**src/rtl/rme_pkg.sv**
```systemverilog
`timescale 1ns / 1ps
// ----------------------------------------------------------------------------
// rme_pkg
// Shared types and constants for the modular exponentiation block.
// ----------------------------------------------------------------------------
package rme_pkg;

    // Width of message, exponent, modulus and result words.
    localparam int WORD_BITS = 32;

    // Steps of one modular product: a doubling step and an add step per bit.
    localparam int MUL_STEPS = 2 * WORD_BITS;
    localparam int STEP_W    = $clog2(MUL_STEPS);

    // Exponent bit counter, wide enough to hold WORD_BITS itself.
    localparam int EBIT_W = $clog2(WORD_BITS + 1);

    // Configuration register indexes.
    localparam int CFG_IDX_W = 2;
    localparam logic [CFG_IDX_W-1:0] CFG_EXPONENT = CFG_IDX_W'(0);
    localparam logic [CFG_IDX_W-1:0] CFG_MODULUS  = CFG_IDX_W'(1);

    // Register reset values.
    localparam logic [WORD_BITS-1:0] EXPONENT_RST = WORD_BITS'(65537);
    localparam logic [WORD_BITS-1:0] MODULUS_RST  = WORD_BITS'(1);

    // Sequencer states.
    typedef enum logic [2:0] {
        ST_IDLE,
        ST_RED_GO,
        ST_RED_WAIT,
        ST_EXP_GO,
        ST_EXP_WAIT,
        ST_DONE
    } t_state;

endpackage

```
**src/rtl/rsa_modular_exponentiation.sv**
```systemverilog
`timescale 1ns / 1ps
// ----------------------------------------------------------------------------
// rsa_modular_exponentiation
// Computes message_word ^ exponent mod modulus by right-to-left binary
// square-and-multiply with two bit-serial modular multipliers.
// ----------------------------------------------------------------------------
// One request is taken when start is high and busy is low; busy then stays
// high until the result has been shown. The message is first reduced modulo
// the modulus in one pass of a multiplier, then each of the WORD_BITS
// exponent bits runs the square and the multiply side by side in two
// bit-serial multipliers. A pass runs 2*WORD_BITS multiplier steps, and
// every request runs all WORD_BITS exponent passes whatever the exponent
// value. No new request is taken while one is in progress; after the result
// strobe the block returns to idle, where the next request can be accepted.
// The result is on o_result_word in the one cycle in which o_done is high;
// the receiver cannot stall it. Exponent and modulus are written through
// the configuration channel, which is always ready, and must only be
// written while busy is low. A modulus of zero gives a result of zero.
// ----------------------------------------------------------------------------
module rsa_modular_exponentiation
    import rme_pkg::*;
(
    input  logic                 i_clk,
    input  logic                 i_rst_n,
    input  logic                 start,
    output logic                 busy,
    input  logic [WORD_BITS-1:0] i_message_word,
    output logic                 o_done,
    output logic [WORD_BITS-1:0] o_result_word,
    input  logic                 i_cfg_valid,
    output logic                 o_cfg_ready,
    input  logic [CFG_IDX_W-1:0] i_cfg_index,
    input  logic [WORD_BITS-1:0] i_cfg_data
);

    t_state r_state, n_state;

    logic [WORD_BITS-1:0] r_exponent;
    logic [WORD_BITS-1:0] r_modulus;
    logic [WORD_BITS-1:0] r_msg;
    logic [WORD_BITS-1:0] r_exp_sh;
    logic [WORD_BITS-1:0] r_base;
    logic [WORD_BITS-1:0] r_acc;
    logic [EBIT_W-1:0]    r_ebit;

    logic                 mul_go;
    logic [WORD_BITS-1:0] one_mod;
    logic [WORD_BITS-1:0] mul0_a;
    logic [WORD_BITS-1:0] mul0_b;
    logic                 mul0_done;
    logic                 mul1_done;
    logic [WORD_BITS-1:0] mul0_p;
    logic [WORD_BITS-1:0] mul1_p;

    // Configuration registers; the channel never stalls.
    assign o_cfg_ready = 1'b1;

    always_ff @(posedge i_clk) begin
        if (!i_rst_n) begin
            r_exponent <= EXPONENT_RST;
            r_modulus  <= MODULUS_RST;
        end else if (i_cfg_valid) begin
            case (i_cfg_index)
                CFG_EXPONENT: r_exponent <= i_cfg_data;
                CFG_MODULUS:  r_modulus  <= i_cfg_data;
                default:      ;
            endcase
        end
    end

    // The value 1 reduced modulo the modulus.
    assign one_mod = (r_modulus == WORD_BITS'(1)) ? '0 : WORD_BITS'(1);

    // Multiplier 0 reduces the message (1 * msg), then forms acc * base.
    // Multiplier 1 squares the base.
    assign mul0_a = (r_state == ST_RED_GO || r_state == ST_RED_WAIT) ? one_mod : r_acc;
    assign mul0_b = (r_state == ST_RED_GO || r_state == ST_RED_WAIT) ? r_msg : r_base;

    rme_modmul u_mul_acc (
        .i_clk     (i_clk),
        .i_rst_n   (i_rst_n),
        .i_start   (mul_go),
        .i_a       (mul0_a),
        .i_b       (mul0_b),
        .i_m       (r_modulus),
        .o_done    (mul0_done),
        .o_product (mul0_p)
    );

    rme_modmul u_mul_sq (
        .i_clk     (i_clk),
        .i_rst_n   (i_rst_n),
        .i_start   (mul_go),
        .i_a       (r_base),
        .i_b       (r_base),
        .i_m       (r_modulus),
        .o_done    (mul1_done),
        .o_product (mul1_p)
    );

    // State register.
    always_ff @(posedge i_clk) begin
        if (!i_rst_n) begin
            r_state <= ST_IDLE;
        end else begin
            r_state <= n_state;
        end
    end

    // Next state and control outputs.
    always_comb begin
        n_state = r_state;
        mul_go  = 1'b0;
        case (r_state)
            ST_IDLE: begin
                if (start) begin
                    n_state = ST_RED_GO;
                end
            end
            ST_RED_GO: begin
                mul_go  = 1'b1;
                n_state = ST_RED_WAIT;
            end
            ST_RED_WAIT: begin
                if (mul0_done) begin
                    n_state = ST_EXP_GO;
                end
            end
            ST_EXP_GO: begin
                mul_go  = 1'b1;
                n_state = ST_EXP_WAIT;
            end
            ST_EXP_WAIT: begin
                if (mul0_done) begin
                    if (r_ebit == EBIT_W'(WORD_BITS - 1)) begin
                        n_state = ST_DONE;
                    end else begin
                        n_state = ST_EXP_GO;
                    end
                end
            end
            ST_DONE: begin
                n_state = ST_IDLE;
            end
            default: begin
                n_state = ST_IDLE;
            end
        endcase
    end

    // Exponent bit counter.
    always_ff @(posedge i_clk) begin
        if (!i_rst_n) begin
            r_ebit <= '0;
        end else if (r_state == ST_IDLE) begin
            r_ebit <= '0;
        end else if (r_state == ST_EXP_WAIT && mul0_done) begin
            r_ebit <= r_ebit + EBIT_W'(1);
        end
    end

    // Datapath registers: message, exponent shifter, base and accumulator.
    always_ff @(posedge i_clk) begin
        if (r_state == ST_IDLE && start) begin
            r_msg    <= i_message_word;
            r_exp_sh <= r_exponent;
        end
        if (r_state == ST_RED_WAIT && mul0_done) begin
            r_base <= mul0_p;
            r_acc  <= one_mod;
        end
        if (r_state == ST_EXP_WAIT && mul0_done) begin
            if (r_exp_sh[0]) begin
                r_acc <= mul0_p;
            end
            r_base   <= mul1_p;
            r_exp_sh <= {1'b0, r_exp_sh[WORD_BITS-1:1]};
        end
    end

    assign busy          = (r_state != ST_IDLE);
    assign o_done        = (r_state == ST_DONE);
    assign o_result_word = (r_modulus == '0) ? '0 : r_acc;

    // The result strobe lasts one cycle and returns the block to idle.
    a_done_single: assert property (@(posedge i_clk) disable iff (!i_rst_n)
        o_done |=> (!o_done && !busy))
        else $error("result strobe not followed by idle");

    // An accepted request makes the block busy on the next cycle.
    a_start_busy: assert property (@(posedge i_clk) disable iff (!i_rst_n)
        (start && !busy) |=> busy)
        else $error("request accepted but block not busy");

    // Both multipliers finish together during the exponent loop.
    a_mul_lockstep: assert property (@(posedge i_clk) disable iff (!i_rst_n)
        (r_state == ST_EXP_WAIT) |-> (mul0_done == mul1_done))
        else $error("multipliers out of step");

    // The exponent bit counter never runs past the word width.
    a_ebit_range: assert property (@(posedge i_clk) disable iff (!i_rst_n)
        r_ebit <= EBIT_W'(WORD_BITS))
        else $error("exponent bit counter out of range");

endmodule

```
**src/rtl/rme_modmul.sv**
```systemverilog
`timescale 1ns / 1ps
// ----------------------------------------------------------------------------
// rme_modmul
// Bit-serial interleaved modular multiplier: (a * b) mod m, with a < m.
// The multiplier b is shifted out MSB first; each bit takes a doubling step
// and an add step, each a single add-and-reduce of the accumulator.
// ----------------------------------------------------------------------------
module rme_modmul
    import rme_pkg::*;
(
    input  logic                 i_clk,
    input  logic                 i_rst_n,
    input  logic                 i_start,
    input  logic [WORD_BITS-1:0] i_a,
    input  logic [WORD_BITS-1:0] i_b,
    input  logic [WORD_BITS-1:0] i_m,
    output logic                 o_done,
    output logic [WORD_BITS-1:0] o_product
);

    logic                 r_busy;
    logic                 r_done;
    logic [STEP_W-1:0]    r_step;
    logic [WORD_BITS-1:0] r_acc;
    logic [WORD_BITS-1:0] r_b;

    logic [WORD_BITS-1:0] n_acc;
    logic [WORD_BITS-1:0] addend;
    logic [WORD_BITS:0]   sum;
    logic [WORD_BITS+1:0] diff;

    // Even steps double the accumulator, odd steps add a when the bit is set.
    // Both operands are below m, so one conditional subtract reduces the sum.
    always_comb begin
        if (!r_step[0]) begin
            addend = r_acc;
        end else begin
            addend = r_b[WORD_BITS-1] ? i_a : '0;
        end
        sum   = {1'b0, r_acc} + {1'b0, addend};
        diff  = {1'b0, sum} - {2'b00, i_m};
        n_acc = diff[WORD_BITS+1] ? sum[WORD_BITS-1:0] : diff[WORD_BITS-1:0];
    end

    // Step counter and control flags.
    always_ff @(posedge i_clk) begin
        if (!i_rst_n) begin
            r_busy <= 1'b0;
            r_done <= 1'b0;
            r_step <= '0;
        end else if (i_start) begin
            r_busy <= 1'b1;
            r_done <= 1'b0;
            r_step <= '0;
        end else if (r_busy) begin
            r_step <= r_step + STEP_W'(1);
            if (r_step == STEP_W'(MUL_STEPS - 1)) begin
                r_busy <= 1'b0;
                r_done <= 1'b1;
            end
        end else begin
            r_done <= 1'b0;
        end
    end

    // Accumulator and multiplier shift register.
    always_ff @(posedge i_clk) begin
        if (i_start) begin
            r_acc <= '0;
            r_b   <= i_b;
        end else if (r_busy) begin
            r_acc <= n_acc;
            if (r_step[0]) begin
                r_b <= {r_b[WORD_BITS-2:0], 1'b0};
            end
        end
    end

    assign o_done    = r_done;
    assign o_product = r_acc;

endmodule
```
**config.mk**
```make
export PLATFORM = sky130hd
export DESIGN_NAME = rsa_modular_exponentiation
export DESIGN_NICKNAME = d
export VERILOG_FILES = /design/src/rtl/rme_pkg.sv /design/src/rtl/rsa_modular_exponentiation.sv /design/src/rtl/rme_modmul.sv
export SDC_FILE = /design/constraint.sdc
export NUM_CORES = 1
export LEC_CHECK = 0
export BUFFER_PORTS_ARGS = -buffer_cell sky130_fd_sc_hd__buf_2
export CAP_MARGIN = 10
export CORE_MARGIN = 1
export CORE_UTILIZATION = 67
export DETAILED_ROUTE_END_ITERATION = 6
export PLACE_DENSITY = 0.95
export SYNTH_ARGS = -nofsm -noshare
export SYNTH_HDL_FRONTEND = slang
export SYNTH_SLANG_ARGS = --single-unit
```
**constraint.sdc**
```tcl
create_clock -name i_clk -period 10.7 [get_ports i_clk]
set_input_delay 2.14 -clock i_clk [delete_from_list [all_inputs] [get_ports i_clk]]
set_output_delay 2.14 -clock i_clk [all_outputs]
set_load 0.01 [all_outputs]
```
==> parameters.txt, run 1 <==
Parameter                              Value

Route
  Drt first-iter violations ... 1,748
  Total detailed-routing wirelength ... 54,600 um
  DRC violation count after routing ... 5
  Via total after detailed routing ... 18.6k
  Final antenna-violating net count ... 0
  DRT Pass-1 Iters ... 7
  Vias per cell ... 6.11
  Routed wirelength normalized by instance count ... 18.0 um

Critical path
  Length in cells of the worst reg-to-reg path ... 28
  R2r endpoint ... u_mul_acc.o_product[15]
  Slack of the worst reg-to-reg path ... 3.50 ns
  Crit end category ... flop
  Critical Path Fanout Max ... 46
  Worst path max stage delay ... 0.51 ns
  Kind of start point of the critical path ... flop
  Depth of the critical timing path with buffers and inverters included ... 28
  Launching point of the worst reg2reg path ... r_state[0]
  Worst Setup SP ... r_state[0]
  Critical path start-end classification ... reg2reg
  Buffers & Inverters on Critical Path ... 4
  Slowest library cell on the worst path ... sky130_fd_sc_hd__buf_4
  Data arrival time of the critical path ... 7.58 ns
  CP Data Required Time ... 11.08 ns
  CP delay by family, top ... compound AO/OA/AOI/OAI gates

Synth
  Number of enable flip-flop cells after synthesis ... 159
  Post-synthesis share of cell area spent on full adders, half adders and majority gates ... 8.10%
  Main combinational cell family by area after synthesis ... compound AO/OA/AOI/OAI gates
  Netlist Area Pre-Place ... 21,200 um2
  Most frequent cell after synthesis ... sky130_fd_sc_hd__nand2_1
  Average footprint of a synthesized cell ... 8.26 um2
  Post-synthesis share of cell area spent on xor and xnor gates ... 5.12%
  Yosys cell types ... 71
  Top flip-flop cell by instance count after synthesis ... sky130_fd_sc_hd__dfxtp_1
  Ranking of synthesized cells by area ... sky130_fd_sc_hd__edfxtp_1 22%, sky130_fd_sc_hd__dfxtp_1 17%, sky130_fd_sc_hd__nand2_1 11%, sky130_fd_sc_hd__ha_1 7.7%, sky130_fd_sc_hd__o21ai_0 6.5%
  Share of the synthesized area in the top cell type ... 22.5%
  Top cell types by occurrence after synthesis ... 595 x sky130_fd_sc_hd__nand2_1, 274 x sky130_fd_sc_hd__o21ai_0, 191 x sky130_fd_sc_hd__a21oi_1
  Post-Syn Instances ... 2,571
  Cell taking the most area after synthesis ... sky130_fd_sc_hd__edfxtp_1
  FF+latch count, synth ... 344
  Syn_nets ... 2,776
  Yosys Warn Count ... 0
  Fraction of synthesized area in multiplexers ... 3.22%
  Fraction of the mapped netlist area in compound gates ... 20.4%
  Sequential cell area fraction in the yosys report ... 39.9%
  Async S/R FF share, synth ... 0%
  Synth Area in Simple Gates ... 18.6%

Finish
  Area growth syn-to-layout ... 9.63%
  Post-route core utilization ... 75.3%
  Fraction of final layout cells sized beyond drive strength 1 ... 7.99%
  Net count, final ... 2,816

Clock network
  Number of buffers inserted during clock tree synthesis ... 38
  Root cell of the clock tree ... sky130_fd_sc_hd__clkbuf_16
  Number of sinks driven by the clock tree ... 344
  H-tree depth ... 2
  Max clock buf depth ... 3
  Hold_buf cts ... 0
  Count of instances resized after the clock tree is built ... 0
  Clock network latency to the later pin of the worst-skew pair ... 0.55 ns
  Clk pin slew, worst setup/hold paths ... 0.06 ns
  Post-CTS Setup Bufs ... 0
  Clock tree from TritonCTS ... done

Timing
  Slew Limit Fails ... 0
  RSZ-0062 raised after global routing ... no
  Worst-Margin Slew ... 1.19 ns
  Final Hold Fails ... 0
  Setup Skew ... 0.0217 ns
  Post-route clock period utilization ... 67.3%
  Accumulated negative setup slack ... 0 ns
  Relative slew margins ... 20.4%
  Period minus WS final ... 7.20 ns
  Achievable clock frequency ... 0.139 GHz
  Final setup violation count ... 0

Global route
  Vias in the first global route ... 17.8k
  Wire length of the first global-routing pass ... 88,000 um
  Overall routing resource usage ... 33.2%
  Sum of overflow across all layers after global routing ... 0
  Pin count of the biggest net entering global routing ... 101
  Initial antenna violation count ... 1

Die
  I/O pin cnt ... 105
  Std-Cell Core Area ... 30,900 um2
  Die area ... 32,400 um2
  Placement row count ... 64
  Horiz. Die Dim ... 180 um
  Initial core utilization ... 68.7%
  Die Y-Extent ... 180 um

Run status
  Outcome ... complete, but fails checks
  Failing checks ... DRC

Min path
  Hold crit path type ... reg2reg
  Hold EP ... r_exponent[15]
  Source of the worst hold timing path ... r_exponent[15]
  Hold Path Cell Cnt ... 2

Place
  Port-buffer cells ... 103
  Routability-driven placement congestion ratio ... 0.955
  Half-perimeter wire length after placement ... 39,100 um

Flow run
  Reported max-cap violation count ... 0
## per-layer routing
metal	wire length, um	vias up	track usage, %
met5	0	-	0
met4	1640	0	11.5
met3	4690	115	5.15
met2	25400	799	55.6
met1	22900	8625	43.8
li1	-	9031	-
## final cells by class
cell class | instances | area (um2)
Clock buffer | 58 | 1160
Tap cell | 396 | 495
Antenna cell | 1 | 2.50
Clock inverter | 12 | 144
Fill cell | 2171 | 7630
Multi-Input combinational cell | 1970 | 11800
Inverter | 134 | 503
Timing Repair Buffer | 123 | 686
Sequential cell | 344 | 8480
## sequential cells by signal (all words and copies together), names as in the netlist
register             cells
u_mul_acc.r_step         6
r_msg                   32
r_ebit                   6
u_mul_sq.o_product      32
u_mul_sq.r_b            32
r_exponent              32
r_exp_sh                32
r_acc                   32
u_mul_sq.r_step          6
u_mul_acc.r_b           32
r_state                  3
u_mul_acc.o_done         1
u_mul_acc.r_busy         1
u_mul_sq.r_busy          1
r_base                  32
r_modulus               32
u_mul_acc.o_product     32
## per-stage QoR
step                      instances  setup WS (ns)  hold WS, ns  cell area [um2]
final                          3038           3.50        0.468            23300
after global routing           3037           3.03        0.484            23300
after CTS                      3037           3.67        0.468            23300
after detailed placement       2967           3.82        0.460            22000
after global placement         2966           3.92        0.452            21900
after floorplan                2571           5.05        0.441            21200
## cells by family after synthesis
kind of cell    count (synthesis)
buf+inv                       257
flops                         344
other cells                     1
compound gates                722
fa+ha+maj                     135
mux                            68
simple gates                  920
xor+xnor                      124
## worst max path at each step
stage | slack, ns | endpoint
after CTS | 3.67 | u_mul_sq.o_product[13]
after floorplan | 5.05 | u_mul_acc.o_product[10]
final | 3.50 | u_mul_acc.o_product[15]
after global routing | 3.03 | u_mul_sq.o_product[13]
after detailed placement | 3.82 | u_mul_acc.o_product[14]
after global placement | 3.92 | u_mul_sq.o_product[2]
## worst reg2reg max path, delay by kind of cell (launching register included)
family	cells	cell delay, ns
buffers and inverters	4	1.47
adder cells (fa/ha/maj)	2	0.72
multiplexers	1	0.27
AND/OR/NAND/NOR	6	1.01
AO/OA/AOI/OAI	14	3.05
flip-flops	1	0.39
XOR/XNOR	1	0.18
## cell usage in the layout (no fill, tap or decap), types with 18 or more instances in the layout
master,netlist,final
sky130_fd_sc_hd__a211oi_1,30,30
sky130_fd_sc_hd__a21boi_0,66,66
sky130_fd_sc_hd__a21o_1,41,41
sky130_fd_sc_hd__a21oi_1,191,190
sky130_fd_sc_hd__buf_2,7,103
sky130_fd_sc_hd__buf_4,4,19
sky130_fd_sc_hd__clkbuf_16,0,42
sky130_fd_sc_hd__dfxtp_1,185,183
sky130_fd_sc_hd__edfxtp_1,159,159
sky130_fd_sc_hd__ha_1,131,131
sky130_fd_sc_hd__inv_1,134,134
sky130_fd_sc_hd__mux2i_1,66,66
sky130_fd_sc_hd__nand2_1,595,595
sky130_fd_sc_hd__nand2b_1,23,22
sky130_fd_sc_hd__nand3_1,38,38
sky130_fd_sc_hd__nor2_1,116,114
sky130_fd_sc_hd__nor2b_1,50,50
sky130_fd_sc_hd__nor3_1,19,18
sky130_fd_sc_hd__o21ai_0,274,274
sky130_fd_sc_hd__xnor2_1,73,73
sky130_fd_sc_hd__xor2_1,51,51
Power of run 1 is left out: the tool's default activity adds up to more than one toggle a clock period on the data nets, which glitch-free logic cannot reach.
==> run 2: changes to the inputs <==
--- a/config.mk
+++ b/config.mk
@@ -8,9 +8,9 @@
 export BUFFER_PORTS_ARGS = -buffer_cell sky130_fd_sc_hd__buf_2
 export CAP_MARGIN = 10
 export CORE_MARGIN = 1
-export CORE_UTILIZATION = 67
+export CORE_UTILIZATION = 57
 export DETAILED_ROUTE_END_ITERATION = 6
-export PLACE_DENSITY = 0.95
+export PLACE_DENSITY = 0.9
 export SYNTH_ARGS = -nofsm -noshare
 export SYNTH_HDL_FRONTEND = slang
 export SYNTH_SLANG_ARGS = --single-unit
==> constraint.sdc (replaced) <==
create_clock -name i_clk -period 6.09 [get_ports i_clk]
set_input_delay 1.218 -clock i_clk [delete_from_list [all_inputs] [get_ports i_clk]]
set_output_delay 1.218 -clock i_clk [all_outputs]
set_load 0.01 [all_outputs]
==> parameters.txt, run 2 (synthesis results as in run 1) <==
Parameter                              Value

Timing
  Accumulated negative setup slack ... 0 ns
  Achievable clock frequency ... 0.172 GHz
  Relative slew margins ... 23.3%
  Period minus WS final ... 5.81 ns
  Setup Skew ... 0.0247 ns
  Final Hold Fails ... 0
  Final setup violation count ... 0
  Setup slack after layout ... 0.275 ns
  Post-route clock period utilization ... 95.5%
  Slew Limit Fails ... 0
  Worst-Margin Slew ... 1.15 ns

Min path
  Hold EP ... r_exponent[20]
  Hold Path Cell Cnt ... 2
  Source of the worst hold timing path ... r_exponent[20]
  Hold crit path type ... reg2reg

Finish
  Sequential Area ... 8480 um2
  Multi-input gate area ... 11,900 um2
  Fraction of final layout cells sized beyond drive strength 1 ... 9.20%
  N_diodes ... 0
  Area growth syn-to-layout ... 10.4%
  Net count, final ... 2,828
  Most common library cell in the layout ignoring fill and taps ... sky130_fd_sc_hd__nand2_1
  Fill cell instance count of the final layout ... 2,904
  Post-route cell area ... 23,400 um2
  Highest-count cells in the layout ignoring fill and taps ... 595 x sky130_fd_sc_hd__nand2_1, 273 x sky130_fd_sc_hd__o21ai_0, 187 x sky130_fd_sc_hd__a21oi_1

Die
  Initial core utilization ... 58.0%
  I/O pin cnt ... 105
  Horiz. Die Dim ... 195 um
  Std-Cell Core Area ... 36,600 um2
  Die area ... 38,000 um2
  Placement row count ... 70
  Die Y-Extent ... 195 um

Critical path
  Length in cells of the worst reg-to-reg path ... 26
  R2r endpoint ... u_mul_acc.o_product[30]
  Launching point of the worst reg2reg path ... r_state[0]
  CP Data Required Time ... 6.56 ns
  Critical path start-end classification ... reg2reg
  Crit end category ... flop
  Slack of the worst reg-to-reg path ... 0.28 ns
  Critical Path Fanout Max ... 7
  Data arrival time of the critical path ... 6.28 ns
  Kind of start point of the critical path ... flop

Global route
  Overall routing resource usage ... 28.0%
  Initial antenna violation count ... 0
  Vias in the first global route ... 17.4k
  Pin count of the biggest net entering global routing ... 102
  Sum of overflow across all layers after global routing ... 0
  Wire length of the first global-routing pass ... 86,700 um

Route
  Drt first-iter violations ... 1,450
  Via total after detailed routing ... 18.7k
  DRT Pass-1 Iters ... 7
  Vias per cell ... 5.98
  DRC violation count after routing ... 1
  Total detailed-routing wirelength ... 54,700 um
  Routed wirelength normalized by instance count ... 17.5 um
  Final antenna-violating net count ... 0

Place
  Port-buffer cells ... 103
  Pre-CTS setup slack ... 0.0818 ns
  Area after DPL ... 22,100 um2
  Routability-driven placement congestion ratio ... 1.01
  Half-perimeter wire length after placement ... 39,800 um

Clock network
  Root cell of the clock tree ... sky130_fd_sc_hd__clkbuf_16
  Max clock buf depth ... 3
  Number of buffers inserted during clock tree synthesis ... 38
  H-tree depth ... 2
  Clock network latency to the later pin of the worst-skew pair ... 0.56 ns
  Clk pin slew, worst setup/hold paths ... 0.06 ns
  Number of sinks driven by the clock tree ... 344
  Clock tree from TritonCTS ... done

Flow run
  Reported max-cap violation count ... 0

Run status
  Outcome ... complete, but fails checks
  Failing checks ... DRC
run 2: cell count changes in the layout (fill, tap and decap cells not counted), sizes merged:
| cell | delta |
|---|---|
| inv | +3 |
| diode | -1 |
| bufinv | -2 |
| clkinv | +7 |
| buf | +11 |
| clkinvlp | +2 |
| clkbuf | -9 |
run 2: worst max-delay path by stage:
| stage | from | end | slack (ns) | cells after the start |
|---|---|---|---|---|
| 3_5_place_dp | r_modulus[24] | u_mul_acc.o_product[31] | 0.08 | 26 |
| 6_report | r_state[0] | u_mul_acc.o_product[30] | 0.28 | 26 |
| 3_3_place_gp | r_modulus[24] | u_mul_acc.o_product[2] | 0.24 | 27 |
| 2_1_floorplan | r_state[0] | u_mul_acc.o_product[10] | 0.44 | 28 |
| 4_1_cts | r_state[0] | u_mul_acc.o_product[31] | 0.04 | 26 |
| 5_1_grt | u_mul_sq.r_step[0] | u_mul_sq.o_product[0] | -0.05 | 24 |
run 2: through the flow:
stage,utilization [%],instances,hold slack [ns]
4_1_cts,63.6,3116,0.467
2_1_floorplan,-,2571,0.441
6_report,64.0,3121,0.465
3_3_place_gp,60.4,3046,0.449
5_1_grt,64.0,3121,0.484
3_5_place_dp,60.4,3046,0.457
run 2: layer usage:
| metal | track usage [%] | share of wire (%) |
|---|---|---|
| met5 | 0 | 0 |
| met1 | 38.3 | 43 |
| met2 | 45.8 | 45 |
| met4 | 8.87 | 3.0 |
| met3 | 3.97 | 8.7 |
run 2: timing repair:
| item | CTS | global route |
|---|---|---|
| hold buffers | 0 | 0 |
| setup buffers | 0 | 4 |
| resized for setup | 0 | 24 |
| endpoints found under the setup margin | 0 | 64 |
run 2: cell type report:
class                   instances  area share, %
clock buffers                  48           4.35
repair buffers                135           3.37
multi-input cells            1970           50.7
flip-flops and latches        344           36.2
clock inverters                22          0.774
inverters                     134           2.15
well taps                     468           2.50
run 2: critical path, stage by stage, from the launching register on:
cell and delay, ns:
sky130_fd_sc_hd__dfxtp_2 0.37, sky130_fd_sc_hd__inv_2 0.13, sky130_fd_sc_hd__nand2_1 0.11, sky130_fd_sc_hd__a21oi_4 0.29, sky130_fd_sc_hd__mux2i_1 0.11, sky130_fd_sc_hd__o22ai_1 0.14, sky130_fd_sc_hd__ha_1 0.23, sky130_fd_sc_hd__inv_1 0.07
sky130_fd_sc_hd__fa_1 0.39, sky130_fd_sc_hd__nand2b_1 0.18, sky130_fd_sc_hd__a21oi_1 0.24, sky130_fd_sc_hd__o21ai_1 0.19, sky130_fd_sc_hd__o21ai_2 0.27, sky130_fd_sc_hd__a21oi_1 0.14, sky130_fd_sc_hd__o31ai_1 0.28, sky130_fd_sc_hd__xor2_1 0.30
sky130_fd_sc_hd__ha_1 0.37, sky130_fd_sc_hd__a21oi_1 0.21, sky130_fd_sc_hd__o21ai_0 0.16, sky130_fd_sc_hd__or4_1 0.42, sky130_fd_sc_hd__a31oi_1 0.18, sky130_fd_sc_hd__o31a_1 0.25, sky130_fd_sc_hd__o2111ai_1 0.17, sky130_fd_sc_hd__a21oi_1 0.20
sky130_fd_sc_hd__xnor2_1 0.13, sky130_fd_sc_hd__mux2i_1 0.08, sky130_fd_sc_hd__a21oi_1 0.14
Power of run 2 is left out for the same reason.
